$ cat src/rtl/positional_list_engine_unit_macros.svh
// Assertion macros for the positional list engine.
// Depends on: ports clk and rst_n being visible where a macro is used.
`ifndef POSITIONAL_LIST_ENGINE_UNIT_MACROS_SVH
`define POSITIONAL_LIST_ENGINE_UNIT_MACROS_SVH

// Same-cycle implication, disabled while in reset.
`define PLE_ASSERT_SAME(lbl, ante, cons, msg) \
  lbl: assert property (@(posedge clk) disable iff (!rst_n) (ante) |-> (cons)) \
    else $error(msg);

// Next-cycle implication, disabled while in reset.
`define PLE_ASSERT_NEXT(lbl, ante, cons, msg) \
  lbl: assert property (@(posedge clk) disable iff (!rst_n) (ante) |=> (cons)) \
    else $error(msg);

`endif

$ cat src/rtl/ple_pkg.sv
// Shared types and constants of the positional list engine.
// Depends on: nothing.
package ple_pkg;

  localparam int CMD_W  = 3;
  localparam int VAL_W  = 32;
  localparam int POS_W  = 5;
  localparam int STAT_W = 2;
  localparam int OCNT_W = 5;

  typedef enum logic [CMD_W-1:0] {
    CMD_INS_FRONT = 3'd0,
    CMD_INS_BACK  = 3'd1,
    CMD_INS_AT    = 3'd2,
    CMD_DEL_FRONT = 3'd3,
    CMD_DEL_BACK  = 3'd4,
    CMD_DEL_AT    = 3'd5,
    CMD_DUMP      = 3'd6
  } cmd_e_t;

  typedef enum logic [STAT_W-1:0] {
    ST_OK     = 2'd0,
    ST_BADPOS = 2'd1,
    ST_EMPTY  = 2'd2,
    ST_FULL   = 2'd3
  } stat_e_t;

  // controller -> datapath
  typedef struct packed {
    logic capture;
    logic setup;
    logic shift_step;
    logic finish;
    logic dump_read;
    logic dump_emit;
  } dp_cmd_t;

  // datapath -> controller
  typedef struct packed {
    logic dump_go;
    logic shift_done;
    logic out_free;
    logic dump_last;
  } dp_stat_t;

endpackage

$ cat src/rtl/ple_ctrl.sv
// Command sequencer of the positional list engine.
// Depends on: ple_pkg (dp_cmd_t, dp_stat_t).
module ple_ctrl import ple_pkg::*; (
  input  logic     clk,
  input  logic     rst_n,
  input  logic     in_valid,
  output logic     in_ready,
  input  dp_stat_t stat,
  output dp_cmd_t  cmd
);

  typedef enum logic [5:0] {
    S_IDLE      = 6'b000001,
    S_DECODE    = 6'b000010,
    S_SHIFT     = 6'b000100,
    S_FINISH    = 6'b001000,
    S_DUMP_RD   = 6'b010000,
    S_DUMP_EMIT = 6'b100000
  } state_t;

  state_t state_r, state_nxt;

  always_ff @(posedge clk) begin
    if (!rst_n) begin
      state_r <= S_IDLE;
    end else begin
      state_r <= state_nxt;
    end
  end

  always_comb begin
    state_nxt = state_r;
    cmd       = '0;
    in_ready  = 1'b0;
    unique case (state_r)
      S_IDLE: begin
        in_ready = 1'b1;
        if (in_valid) begin
          cmd.capture = 1'b1;
          state_nxt   = S_DECODE;
        end
      end
      S_DECODE: begin
        cmd.setup = 1'b1;
        state_nxt = stat.dump_go ? S_DUMP_RD : S_SHIFT;
      end
      S_SHIFT: begin
        if (stat.shift_done) begin
          state_nxt = S_FINISH;
        end else begin
          cmd.shift_step = 1'b1;
        end
      end
      S_FINISH: begin
        if (stat.out_free) begin
          cmd.finish = 1'b1;
          state_nxt  = S_IDLE;
        end
      end
      S_DUMP_RD: begin
        cmd.dump_read = 1'b1;
        state_nxt     = S_DUMP_EMIT;
      end
      S_DUMP_EMIT: begin
        if (stat.out_free) begin
          cmd.dump_emit = 1'b1;
          if (stat.dump_last) begin
            state_nxt = S_IDLE;
          end
        end
      end
      default: begin
        state_nxt = S_IDLE;
      end
    endcase
  end

endmodule

$ cat src/rtl/ple_datapath.sv
// Datapath of the positional list engine: element memory, count, walk
// pointer and result register. Depends on: ple_pkg.
module ple_datapath import ple_pkg::*; #(
  parameter int CAPACITY    = 16,
  parameter int VALUE_WIDTH = 32
) (
  input  logic                    clk,
  input  logic                    rst_n,
  input  logic        [CMD_W-1:0] in_command,
  input  logic signed [VAL_W-1:0] in_value,
  input  logic        [POS_W-1:0] in_position,
  input  dp_cmd_t                 cmd,
  output dp_stat_t                stat,
  input  logic                    out_ready,
  output logic                    out_valid,
  output logic       [STAT_W-1:0] out_status,
  output logic       [OCNT_W-1:0] out_element_count,
  output logic signed [VAL_W-1:0] out_element_value,
  output logic        [POS_W-1:0] out_element_position,
  output logic                    out_last_result
);

  localparam int AW = (CAPACITY > 1) ? $clog2(CAPACITY) : 1;
  localparam int CW = $clog2(CAPACITY + 1);
  localparam int EW = ((CW > POS_W) ? CW : POS_W) + 2;

  // captured item
  cmd_e_t                 cmd_r;
  logic [VALUE_WIDTH-1:0] value_r;
  logic [POS_W-1:0]       pos_r;

  // list state and walk
  logic [CW-1:0]          count_r;
  logic [AW-1:0]          idx_r;
  logic [AW-1:0]          wa_r;
  logic [AW-1:0]          tgt_r;
  logic [CW-1:0]          rem_r;
  logic                   wb_r;
  logic                   op_ins_r;
  logic                   op_del_r;
  stat_e_t                status_r;

  // memory
  logic [VALUE_WIDTH-1:0] mem [CAPACITY];
  logic [VALUE_WIDTH-1:0] rd_data_r;
  logic                   mem_we;
  logic                   mem_re;
  logic [AW-1:0]          mem_wa;
  logic [AW-1:0]          mem_ra;
  logic [VALUE_WIDTH-1:0] mem_wd;

  // result register
  logic                   res_valid_r;
  stat_e_t                res_status_r;
  logic [OCNT_W-1:0]      res_count_r;
  logic [VAL_W-1:0]       res_value_r;
  logic [POS_W-1:0]       res_pos_r;
  logic                   res_last_r;

  // decode
  logic [EW-1:0]          cnt_e;
  logic [EW-1:0]          pos_e;
  logic [EW-1:0]          tgt_e;
  logic [EW-1:0]          emit_pos_e;
  logic                   full;
  logic                   empty;
  logic                   dec_ins;
  logic                   dec_del;
  stat_e_t                dec_status;
  logic [CW-1:0]          cnt_after;

  assign cnt_e      = EW'(count_r);
  assign pos_e      = EW'(pos_r);
  assign emit_pos_e = EW'(idx_r) + EW'(1);
  assign full       = (count_r == CW'(CAPACITY));
  assign empty      = (count_r == '0);

  always_comb begin
    dec_status = ST_OK;
    dec_ins    = 1'b0;
    dec_del    = 1'b0;
    tgt_e      = '0;
    unique case (cmd_r)
      CMD_INS_FRONT: begin
        if (full) dec_status = ST_FULL;
        else dec_ins = 1'b1;
      end
      CMD_INS_BACK: begin
        tgt_e = cnt_e;
        if (full) dec_status = ST_FULL;
        else dec_ins = 1'b1;
      end
      CMD_INS_AT: begin
        tgt_e = pos_e - EW'(1);
        priority if (pos_e == '0 || pos_e > cnt_e + EW'(1)) dec_status = ST_BADPOS;
        else if (full) dec_status = ST_FULL;
        else dec_ins = 1'b1;
      end
      CMD_DEL_FRONT: begin
        if (empty) dec_status = ST_EMPTY;
        else dec_del = 1'b1;
      end
      CMD_DEL_BACK: begin
        tgt_e = cnt_e - EW'(1);
        if (empty) dec_status = ST_EMPTY;
        else dec_del = 1'b1;
      end
      CMD_DEL_AT: begin
        tgt_e = pos_e - EW'(1);
        priority if (empty) dec_status = ST_EMPTY;
        else if (pos_e == '0 || pos_e > cnt_e) dec_status = ST_BADPOS;
        else dec_del = 1'b1;
      end
      CMD_DUMP: begin
        if (empty) dec_status = ST_EMPTY;
      end
      default: begin
        dec_status = ST_BADPOS;
      end
    endcase
  end

  assign stat.dump_go    = (cmd_r == CMD_DUMP) && !empty;
  assign stat.shift_done = (rem_r == '0) && !wb_r;
  assign stat.out_free   = !res_valid_r || out_ready;
  assign stat.dump_last  = (emit_pos_e == cnt_e);

  assign cnt_after = op_ins_r ? count_r + CW'(1) :
                     op_del_r ? count_r - CW'(1) : count_r;

  // capture and walk setup
  always_ff @(posedge clk) begin
    if (cmd.capture) begin
      cmd_r   <= cmd_e_t'(in_command);
      value_r <= VALUE_WIDTH'(in_value);
      pos_r   <= in_position;
    end
    if (cmd.setup) begin
      op_ins_r <= dec_ins;
      op_del_r <= dec_del;
      status_r <= dec_status;
      tgt_r    <= AW'(tgt_e);
    end
    if (cmd.setup) begin
      if (dec_ins) begin
        idx_r <= AW'(cnt_e - EW'(1));
        rem_r <= CW'(cnt_e - tgt_e);
      end else if (dec_del) begin
        idx_r <= AW'(tgt_e + EW'(1));
        rem_r <= CW'(cnt_e - tgt_e - EW'(1));
      end else begin
        idx_r <= '0;
        rem_r <= '0;
      end
    end else if (cmd.shift_step && rem_r != '0) begin
      wa_r  <= op_ins_r ? idx_r + AW'(1) : idx_r - AW'(1);
      idx_r <= op_ins_r ? idx_r - AW'(1) : idx_r + AW'(1);
      rem_r <= rem_r - CW'(1);
    end else if (cmd.dump_emit) begin
      idx_r <= idx_r + AW'(1);
    end
  end

  // pending shift write and element count
  always_ff @(posedge clk) begin
    if (!rst_n) begin
      wb_r    <= 1'b0;
      count_r <= '0;
    end else begin
      if (cmd.shift_step) wb_r <= (rem_r != '0);
      if (cmd.finish) count_r <= cnt_after;
    end
  end

  always_comb begin
    mem_we = 1'b0;
    mem_wa = wa_r;
    mem_wd = rd_data_r;
    mem_re = 1'b0;
    mem_ra = idx_r;
    if (cmd.shift_step) begin
      mem_we = wb_r;
      mem_re = (rem_r != '0);
    end
    if (cmd.finish && op_ins_r) begin
      mem_we = 1'b1;
      mem_wa = tgt_r;
      mem_wd = value_r;
    end
    if (cmd.dump_read) mem_re = 1'b1;
    if (cmd.dump_emit) begin
      mem_re = 1'b1;
      mem_ra = idx_r + AW'(1);
    end
  end

  always_ff @(posedge clk) begin
    if (mem_we) mem[mem_wa] <= mem_wd;
    if (mem_re) rd_data_r <= mem[mem_ra];
  end

  // result register
  always_ff @(posedge clk) begin
    if (!rst_n) begin
      res_valid_r <= 1'b0;
    end else if (cmd.finish || cmd.dump_emit) begin
      res_valid_r <= 1'b1;
    end else if (out_ready) begin
      res_valid_r <= 1'b0;
    end
  end

  always_ff @(posedge clk) begin
    if (cmd.finish) begin
      res_status_r <= status_r;
      res_count_r  <= OCNT_W'(cnt_after);
      res_value_r  <= '0;
      res_pos_r    <= '0;
      res_last_r   <= 1'b1;
    end else if (cmd.dump_emit) begin
      res_status_r <= ST_OK;
      res_count_r  <= OCNT_W'(count_r);
      res_value_r  <= VAL_W'(rd_data_r);
      res_pos_r    <= POS_W'(emit_pos_e);
      res_last_r   <= stat.dump_last;
    end
  end

  assign out_valid            = res_valid_r;
  assign out_status           = res_status_r;
  assign out_element_count    = res_count_r;
  assign out_element_value    = res_value_r;
  assign out_element_position = res_pos_r;
  assign out_last_result      = res_last_r;

endmodule

$ cat src/rtl/positional_list_engine_unit.sv
// Top level of the positional list engine: sequencer plus datapath.
// Depends on: ple_pkg, ple_ctrl, ple_datapath, positional_list_engine_unit_macros.svh.
//
//   channel | direction | handshake            | payload
//   --------+-----------+----------------------+-------------------------------------
//   in_     | input     | in_valid / in_ready   | command, value, position
//   out_    | output    | out_valid / out_ready | status, element_count, element_value,
//           |           |                      | element_position, last_result
//
// Items: one item at a time. An insert or delete that moves entries is paced by the
//   single-write-port element memory moving one entry a cycle. Dump gives one result
//   per cycle while the receiver holds out_ready high.
// Reset: synchronous active-low rst_n clears the count and the control state; the
//   element memory is not cleared and needs no sweep.
// Stalls: a held result blocks only the next result; a new item is taken while a
//   result waits in the output register.
`include "positional_list_engine_unit_macros.svh"

module positional_list_engine_unit import ple_pkg::*; #(
  parameter int CAPACITY    = 16,
  parameter int VALUE_WIDTH = 32
) (
  input  logic                     clk,
  input  logic                     rst_n,
  input  logic                     in_valid,
  output logic                     in_ready,
  input  logic        [CMD_W-1:0]  in_command,
  input  logic signed [VAL_W-1:0]  in_value,
  input  logic        [POS_W-1:0]  in_position,
  output logic                     out_valid,
  input  logic                     out_ready,
  output logic        [STAT_W-1:0] out_status,
  output logic        [OCNT_W-1:0] out_element_count,
  output logic signed [VAL_W-1:0]  out_element_value,
  output logic        [POS_W-1:0]  out_element_position,
  output logic                     out_last_result
);

  dp_cmd_t  dp_cmd;
  dp_stat_t dp_stat;

  // Sequencer: walks each item through decode, then either shift and finish or a dump.
  ple_ctrl u_ctrl (
    .clk      (clk),
    .rst_n    (rst_n),
    .in_valid (in_valid),
    .in_ready (in_ready),
    .stat     (dp_stat),
    .cmd      (dp_cmd)
  );

  // Datapath: element memory, count, walk pointer and the result register.
  ple_datapath #(
    .CAPACITY    (CAPACITY),
    .VALUE_WIDTH (VALUE_WIDTH)
  ) u_dp (
    .clk                  (clk),
    .rst_n                (rst_n),
    .in_command           (in_command),
    .in_value             (in_value),
    .in_position          (in_position),
    .cmd                  (dp_cmd),
    .stat                 (dp_stat),
    .out_ready            (out_ready),
    .out_valid            (out_valid),
    .out_status           (out_status),
    .out_element_count    (out_element_count),
    .out_element_value    (out_element_value),
    .out_element_position (out_element_position),
    .out_last_result      (out_last_result)
  );

  // The sequencer issues at most one datapath command per cycle.
  `PLE_ASSERT_SAME(a_one_cmd, 1'b1, $onehot0(dp_cmd), "more than one datapath command")

  // An accepted item blocks the input until its work is done.
  `PLE_ASSERT_NEXT(a_hold_input, in_valid && in_ready, !in_ready, "input taken twice in a row")

  // Only a dump element may come without the last mark, and it is always ok.
  `PLE_ASSERT_SAME(a_dump_ok, out_valid && !out_last_result, out_status == ST_OK,
                   "non-final result with bad status")

endmodule

$ cat config.mk
export PLATFORM = sky130hd
export DESIGN_NAME = positional_list_engine_unit
export DESIGN_NICKNAME = d
export VERILOG_FILES = /design/src/rtl/ple_pkg.sv /design/src/rtl/ple_ctrl.sv /design/src/rtl/ple_datapath.sv /design/src/rtl/positional_list_engine_unit.sv
export VERILOG_INCLUDE_DIRS = /design/src /design/src/rtl
export SDC_FILE = /design/constraint.sdc
export NUM_CORES = 1
export LEC_CHECK = 0
export BUFFER_PORTS_ARGS = -buffer_cell sky130_fd_sc_hd__buf_4
export CAP_MARGIN = 20
export CORE_MARGIN = 1.5
export CORE_UTILIZATION = 56
export CTS_CLUSTER_DIAMETER = 30
export CTS_CLUSTER_SIZE = 30
export DETAILED_ROUTE_END_ITERATION = 6
export PLACE_DENSITY = 0.81
export SLEW_MARGIN = 5
export SYNTH_ARGS = -nofsm -noshare
export SYNTH_HDL_FRONTEND = slang
export SYNTH_SLANG_ARGS = --single-unit
$ cat constraint.sdc
create_clock -name clk -period 3.45 [get_ports clk]
set_input_delay 0.345 -clock clk [delete_from_list [all_inputs] [get_ports clk]]
set_output_delay 0.345 -clock clk [all_outputs]
set_load 0.005 [all_outputs]
* Yosys cells after proc, flatten, opt, wreduce, memory -nomap -nowiden
Memory sizes are Yosys's and may differ from the RTL's. A register that Yosys moved wholly into a read port is not among the register bits. Cells that the tools add are included. Widths: inputs -> output; s select.
Cells by class: reduce and logical (&&, ||, !) cells 25, order comparisons 2, eq/ne operators 19, bitwise logic cells 1, add/sub/neg operators 12, mux-type cells 59
Operators with widths (count):
- $mux 5 | 9
- $pmux 6 s6 | 1
- $mux 32 | 1
- $mux 4 | 8
- $mux 6 | 5
- $mux 1 | 25
- $sub 5x1->5 const B | 5
- $pmux 5 s3 | 1
- $mux 2 | 6
- $logic_not 5->1 | 2
- $ne 2x2->1 const B | 5
- $eq 3x3->1 const B | 3
- $add 4x1->4 const B | 2
- $pmux 2 s4 | 1
- $eq 7x5->1 | 1
- $gt 5x7->1 | 1
- $logic_not 7->1 | 1
- $add 5x1->6 const B | 1
- $eq 3x2->1 const B | 2
- $eq 6x1->1 const B | 1
- $eq 6x2->1 const B | 1
- $eq 6x3->1 const B | 1
- $eq 6x4->1 const B | 1
- $eq 6x5->1 const B | 1
- other kinds (20) | 33
Word-level totals: bits in writable memories 512, input bits 44, register bits after elaboration 119, memories kept 1
Memories:
- u_dp.mem | words 16, width 32, rd ports 1, clocked after Yosys merged registers in 1, write ports 1, line ple_datapath.sv:44 | logic [VALUE_WIDTH-1:0] mem [CAPACITY];

* Logic depth before layout (Yosys ltp)
Gate-level depths: netlist (run 1).
depth in word-level cells 8, depth in mapped cells 15, depth with buffers taken out 14

* Modules after synthesis
From an unflattened synthesis (run 1), not the netlist that was laid out.
Second synthesis, totals: cells, all modules 2109, area, all modules 27137.3 um^2
By module, submodules not included:
- ple_datapath | cells an instance 2069, times used 1, area an instance 26785.7 um^2
- ple_ctrl | cells an instance 40, times used 1, area an instance 351.6 um^2

* Worst setup path before layout (run 1)
OpenSTA, ideal clock, no wires.
kind reg2reg, from register u_ctrl.state_r[5], to memory u_dp.mem[8][0] (enable), setup time 421 ps, arrival time 3253 ps, path buffers 0, clock period less this slack 3674 ps, slack -224 ps, stages on the path, launching flop included 8, cell sequence dfxtp_1 > or4_4 > or3b_4 > nor2_8 > nand2_2 > nor3b_1 > a31oi_1 > nor2_1
Between the ends: cells in the longest elaborated chain, start to end 6
RTL lines:
- start, declared | line ple_ctrl.sv:21 | state_t state_r, state_nxt;
- start signal, assigned | line ple_ctrl.sv:27 | state_r <= state_nxt;
- $eq 6x3->1 / $eq 6x4->1 (equally long branches) | line ple_ctrl.sv:35 | unique case (state_r)
- $mux 1 | line ple_ctrl.sv:35
- $mux 1 / $logic_and 1x1->1 (equally long branches) | line ple_datapath.sv:181, ple_datapath.sv:185
- $mux 1 | line ple_datapath.sv:185 | if (cmd.finish && op_ins_r) begin
- $mux 1 | line ple_datapath.sv:198 | if (mem_we) mem[mem_wa] <= mem_wd;
- $mux 1 (implied by the code) | line ple_datapath.sv:198
- end, declared | line ple_datapath.sv:44
Several ways; a longest one is shown, not always the timed one.

* Final worst setup path (run 1)
from register u_dp.idx_r[0], to register u_ctrl.state_r[0]
Between the ends: cells in the longest elaborated chain, start to end 4
RTL lines:
- start, declared | line ple_datapath.sv:34 | logic [AW-1:0] idx_r;
- start signal, assigned | line ple_datapath.sv:146 | idx_r <= AW'(cnt_e - EW'(1));
- start signal, assigned | line ple_datapath.sv:149 | idx_r <= AW'(tgt_e + EW'(1));
- start signal, assigned | line ple_datapath.sv:157 | idx_r <= op_ins_r ? idx_r - AW'(1) : idx_r + AW'(1);
- $add 4x1->5 | line ple_datapath.sv:74 | assign emit_pos_e = EW'(idx_r) + EW'(1);
- via u_dp.emit_pos_e[0] | line ple_datapath.sv:64 | logic [EW-1:0] emit_pos_e;
- $eq 7x5->1 | line ple_datapath.sv:126 | assign stat.dump_last = (emit_pos_e == cnt_e);
- $ne 2x2->1 (no line)
- $reduce_and 5->1 (no line)
The timed path passes the listed nets, and every way through them passes these cells. A chain may end at the register's enable or synchronous reset.

==> results of run 1 <==
## per-stage QoR
step	instances	hold slack, ns
3_5_place_dp	2732	0.451
3_3_place_gp	2732	0.445
5_1_grt	2998	0.202
6_report	2998	0.207
2_1_floorplan	2003	0.424
4_1_cts	2995	0.170
## cells by family after synthesis
group,Yosys count
simple gates,540
mux,290
xor+xnor,32
compound gates,278
buf+inv,177
fa+ha+maj,23
flops,663
## area by class of cell
class / count / area [um^2] / area share [%]
multi-input cells: 1163 / 10600 / 28.6
clock inverters: 92 / 957 / 2.59
flip-flops and latches: 663 / 19400 / 52.4
inverters: 31 / 116 / 0.315
well taps: 696 / 871 / 2.36
repair buffers: 224 / 2060 / 5.59
clock buffers: 129 / 2990 / 8.10
## cell usage in the layout (no fill, tap or decap), types with 8 or more instances in the layout
cell type,instances
a211oi_1,16
inv_1,29
a21oi_1,60
a22oi_1,11
dfxtp_1,53
a221o_1,11
ha_1,21
clkinv_1,17
o22ai_1,8
o21ai_0,17
nor2b_1,16
mux2_2,32
nor2_1,34
mux2i_1,66
a32oi_1,11
clkbuf_16,118
buf_4,158
and3_1,31
a31oi_1,71
xnor2_1,23
edfxtp_1,608
clkinv_4,14
clkinvlp_4,12
buf_12,21
bufinv_16,10
clkbuf_1,11
nor3b_1,8
mux4_2,192
dlygate4sd3_1,42
nand2_1,228
and2_1,11
nor3_1,60
nand3_1,97
nor2_4,16
a31o_2,10
inv_6,16
clkinv_2,16
## state kept, by name, indices dropped and copies added (netlist names)
| register | count |
|---|---|
| u_dp.status_r | 2 |
| u_dp.op_del_r | 1 |
| u_dp.wb_r | 1 |
| u_dp.out_valid | 1 |
| u_dp.out_last_result | 1 |
| u_dp.tgt_r | 4 |
| u_dp.wa_r | 4 |
| u_dp.rem_r | 5 |
| u_dp.pos_r | 5 |
| u_dp.out_element_value | 32 |
| u_dp.op_ins_r | 1 |
| u_dp.cmd_r | 3 |
| u_dp.out_status | 2 |
| u_dp.mem | 512 |
| u_dp.out_element_count | 5 |
| u_ctrl.state_r | 6 |
| u_dp.count_r | 5 |
| u_dp.rd_data_r | 32 |
| u_dp.value_r | 32 |
| u_dp.out_element_position | 5 |
| u_dp.idx_r | 4 |
## critical path: stages (launching register included)
cell	delay, ns
dfxtp_4	0.57
inv_1	0.28
ha_4	0.65
xnor2_1	0.17
o2111ai_1	0.26
o21a_1	0.28
or3_1	0.37
o221ai_1	0.20
dlygate4sd3_1	0.59
## worst min path at each step
stage	endpoint	slack [ns]	cells past startpoint
after floorplan	u_ctrl.state_r[0]$_SDFFE_PN1P_	0.42	1
after global placement	u_dp.out_element_value[1]$_SDFFE_PP0P_	0.45	2
after detailed placement	u_dp.out_element_value[18]$_SDFFE_PP0P_	0.45	2
after CTS	u_ctrl.state_r[5]$_SDFFE_PN0P_	0.17	4
after global routing	u_ctrl.state_r[5]$_SDFFE_PN0P_	0.20	4
final	u_dp.out_valid$_SDFFE_PN0P_	0.21	4
## what timing repair did
| action | 4_1_cts | 5_1_grt |
|---|---|---|
| hold buffers | 42 | 0 |
| resized for setup | 0 | 0 |
| hold endpoints to repair | 46 | 0 |
## where the power goes
group          switching (mW)  leakage (nW)  internal (mW)
clock network            4.29          1.90           7.11
logic                    5.29          4.75           4.41
registers               0.438          5.94           9.53
## routing by layer
| layer | vias up | track usage [%] | routed length (um) |
|---|---|---|---|
| met5 | - | 0 | 0 |
| met4 | 0 | 14.6 | 3610 |
| met3 | 290 | 6.48 | 9270 |
| met2 | 1577 | 49.7 | 41500 |
| met1 | 10400 | 38.8 | 30100 |
| li1 | 8431 | - | - |
==> results.toml, run 1 <==
[status]
outcome = "complete, no violations"

[global_route]
grt_pass1_wl_um = 127000
grt_max_degree = 78
grt_antenna_before_repair = 0
track_usage_pct = 30.3
grt_pass1_vias = 21200
overflow = 0

[clocking]
cts_setup_buffers = 0
root_buffer = "clkbuf_16"
numCtsBuffers = 118
numClockSinks = 663
clkTransAtPathRegs_ns = 0.05
clockBufferDepth = 3
clk_latency_ns = 0.70
cts_tree = "done"
h-tree-depth = 3

[route]
route.detailed.drc = 0
viasPerCell = 6.91
wl_um = 84500
vias = 20700
drt-initial-drc-count = 2727
final_antenna_net_count = 0
drt_pass1_iterations = 6
post_drt_wl_per_cell_um = 28.2

[worst_setup_path]
path_class = "reg -> reg"
start_kind = "flip-flop"
critical_path_peak_fanout = 21
rr_worst_depth = 8
arrival_ns = 4.07
rrSetupSlack_ns = 0.003
crit_start = "u_dp.idx_r[0]$_DFF_P_"
rr_startpoint = "u_dp.idx_r[0]$_DFF_P_"
crit_required_ns = 4.07
end_kind = "flip-flop"
endpoint = "u_ctrl.state_r[0]$_SDFFE_PN1P_"
reg2reg_to = "u_ctrl.state_r[0]$_SDFFE_PN1P_"

[die]
die_w_um = 236
start_util_pct = 56.7
fp-row-count = 85
dieHeight_um = 236
core_um2 = 53800
ioPinCount = 91
dieArea_um2 = 55900

[synth]
ys_types = 75
synth-adder-area-share_pct = 0.968
ys.flop_type = "edfxtp_1"
yosysTopAreaCell = "edfxtp_1"
netlist_area_um2 = 30500
synth_area_per_cell_um2 = 15.2
mappedNetlistNets = 2070
synth_most_common_cell = "edfxtp_1"
async_reset_ff_share_pct = 0
synth_edf_count = 608
synth_commonest_cells = "edfxtp_1 (608), nand2_1 (228), mux4_2 (192), nand3_1 (97), a31oi_1 (71)"
synth_mux_area_share_pct = 17.5
synth_area_leaders = "edfxtp_1 (60%), mux4_2 (14%), dfxtp_1 (3.6%)"
ys_ff_latch = 663
synth_compound_area_share_pct = 6.20
syn-instance-count = 2003
yosys.area_share.simple_pct = 8.45
synth_top_family_by_area = "multiplexers"
synthXorXnorAreaFrac_pct = 0.919
yosys.area.top_type_share_pct = 59.9
ys_warn_count = 0
yosysSeqAreaShare_pct = 63.5

[placement]
placed_area_um2 = 32500
dp_hpwl_um = 46400
io_buffers = 90
post-place-ws_ns = 0.430
gp_congestion = 0.912

[timing]
fin_crit_sh_pct = 99.9
fmax_mhz = 290
finalCriticalPeriod_ns = 3.45
finClkSkew_ns = 0.0237
hold_viol = 0
final_max_slew_viol_count = 0
worstMarginPinSlew_ns = 1.30
relSlewSlack_pct = 13.4
rsz0062_at_grt = "no"
setup_viol = 0
layout_setup_ws_ns = 0.00316
fin_setup_tns_ns = 0

[layout]
design_area_um2 = 37000
fillers = 3252
diodes = 0
finish.utilization_pct = 68.7
drive_gt1_share_pct = 28.5
syn_to_final_growth_pct = 21.2
nets = 2268

[pwr]
vdd_ir_drop_max_mv = 0.557
p_per_area_nw_per_um2 = 841
power.leakage_nw = 12.6
p_total_mw = 31.1

[hold_path]
hp-start = "out_ready"
hp-class = "in -> reg"

[job]
drv_cap = 0
No activity file was read; power rests on OpenSTA's default activity.
==> run 2: changes to the inputs <==
RECOVER_POWER = 100   (was default)
==> run 2 against run 1 <==
  * Global-route usage unchanged
  * Largest power group unchanged
  * Maximum frequency rose by 0.96%
  * Largest cell class unchanged
  * The run now ends with DRC left
  * Die area is the same
==> results.toml, run 2 (synthesis results as in run 1) <==
[layout]
layout_commonest_cell = "edfxtp_1"
largest-register = "u_dp.mem"
syn_to_final_growth_pct = 20.5
stdcell_count = 2998
design_area_um2 = 36800
diodes = 0
drive_gt1_share_pct = 26.5
final_cell_mix = "edfxtp_1 (608), nand2_1 (228), mux4_2 (192)"
largest_register_ffs = 512
nets = 2268

[timing]
worstMarginPinSlew_ns = 1.46
relSlewSlack_pct = 2.72
finClkSkew_ns = 0.0250
finalCriticalPeriod_ns = 3.41
fin_setup_tns_ns = 0
final_max_slew_viol_count = 0
hold_viol = 0
rsz0062_at_grt = "no"
setup_viol = 0
fmax_mhz = 293
hold_ws_ns = 0.146
fin_crit_sh_pct = 99.0

[global_route]
overflow = 0
grt_max_degree = 78
track_usage_pct = 30.3
grt_pass1_wl_um = 127000
grt_antenna_before_repair = 0
grt_pass1_vias = 21200

[route]
route.detailed.drc = 11
post_drt_wl_per_cell_um = 28.1
drt-initial-drc-count = 2929
drt_pass1_iterations = 7
viasPerCell = 6.86
final_antenna_net_count = 0
vias = 20600
wl_um = 84300

[die]
fp-row-count = 85
dieArea_um2 = 55900
core_um2 = 53800
start_util_pct = 56.7
dieHeight_um = 236
ioPinCount = 91
die_w_um = 236

[hold_path]
hp-class = "in -> reg"

[status]
outcome = "finished with violations"
violations = "DRC"

[clocking]
root_buffer = "clkbuf_16"
numCtsBuffers = 118
numClockSinks = 663
clockBufferDepth = 3
h-tree-depth = 3
clk_latency_ns = 0.70
cts_tree = "done"
clkTransAtPathRegs_ns = 0.05
post_cts_resized = 0

[placement]
dp.cells = 2732
gp_congestion = 0.912
io_buffers = 90
placed_area_um2 = 32500
dp_hpwl_um = 46400

[worst_setup_path]
arrival_ns = 3.95
crit_required_ns = 3.98
path_class = "reg -> reg"
critical_path_peak_fanout = 21
end_kind = "flip-flop"
start_kind = "flip-flop"

[pwr]
p_total_mw = 31.0
p_per_area_nw_per_um2 = 842
power.leakage_nw = 12.5
vdd_ir_drop_max_mv = 0.557

[job]
drv_cap = 0
## run 2: cell types whose count changed in the layout (fill, tap and decap cells not counted), moves of 2 or more
cell      change
buf_4       -113
clkbuf_4     +87
clkbuf_1     +20
mux2_1       +18
mux2_2       -18
buf_12        -6
clkbuf_2      +6
buf_6         +4
and2_0        +3
and2_1        -2
nor3b_1       +2
nor3b_2       -2
## run 2: worst paths after layout
| path | startpoint | end | slack (ns) | cells past startpoint |
|---|---|---|---|---|
| worst min register to register | u_dp.out_element_value[27]$_SDFFE_PP0P_ | u_dp.out_element_value[27]$_SDFFE_PP0P_ | 0.45 | 2 |
| worst min-delay path | out_ready | u_dp.out_valid$_SDFFE_PN0P_ | 0.15 | 4 |
| worst max register to register | u_dp.idx_r[0]$_DFF_P_ | u_dp.rd_data_r[23]$_DFFE_PP_ | 0.04 | 7 |
| worst max-delay path | u_dp.idx_r[0]$_DFF_P_ | u_dp.rd_data_r[23]$_DFFE_PP_ | 0.04 | 7 |
## run 2: layout make-up
type,instances,area [um^2]
sequential,663,19400
fill,3300,17100
multi-input combinational,1163,10500
clock buffer,129,2990
timing repair buffer,224,1920
clock inverter,92,957
tap,696,871
inverter,31,116
## run 2: what timing repair did
action / in CTS / in global routing
buffers inserted: 0 / 0
hold endpoints to repair: 46 / 0
hold buffers: 42 / 0
## run 2: metal layers
layer / track usage (%) / vias to the layer above / wire, um / part of all wire [%]
met5: 0 / - / 0 / 0
met4: 14.6 / 0 / 3560 / 4.2
met3: 6.48 / 289 / 9640 / 11
met2: 49.7 / 1574 / 41600 / 49
met1: 38.8 / 10300 / 29500 / 35
li1: - / 8433 / - / -
## run 2: power breakdown
part	internal (mW)	total, mW	switching [mW]	leakage [nW]
clock network	7.11	11.4	4.29	1.90
logic	4.32	9.60	5.27	4.63
registers	9.53	9.97	0.435	5.94
## run 2: critical path, stage by stage (launching register included)
cell,delay [ns]
dfxtp_4,0.57
ha_1,0.41
nand4_1,0.43
xor2_2,0.97
buf_4,0.33
nand3_1,0.09
a31oi_1,0.29
a31o_1,0.16
## run 2: metrics by stage
step | setup WS (ns) | utilization [%]
2_1_floorplan | -0.224 | -
3_3_place_gp | 0.462 | 60.5
3_5_place_dp | 0.430 | 60.5
4_1_cts | 0.100 | 68.6
5_1_grt | 0.00925 | 68.3
6_report | 0.0359 | 68.3
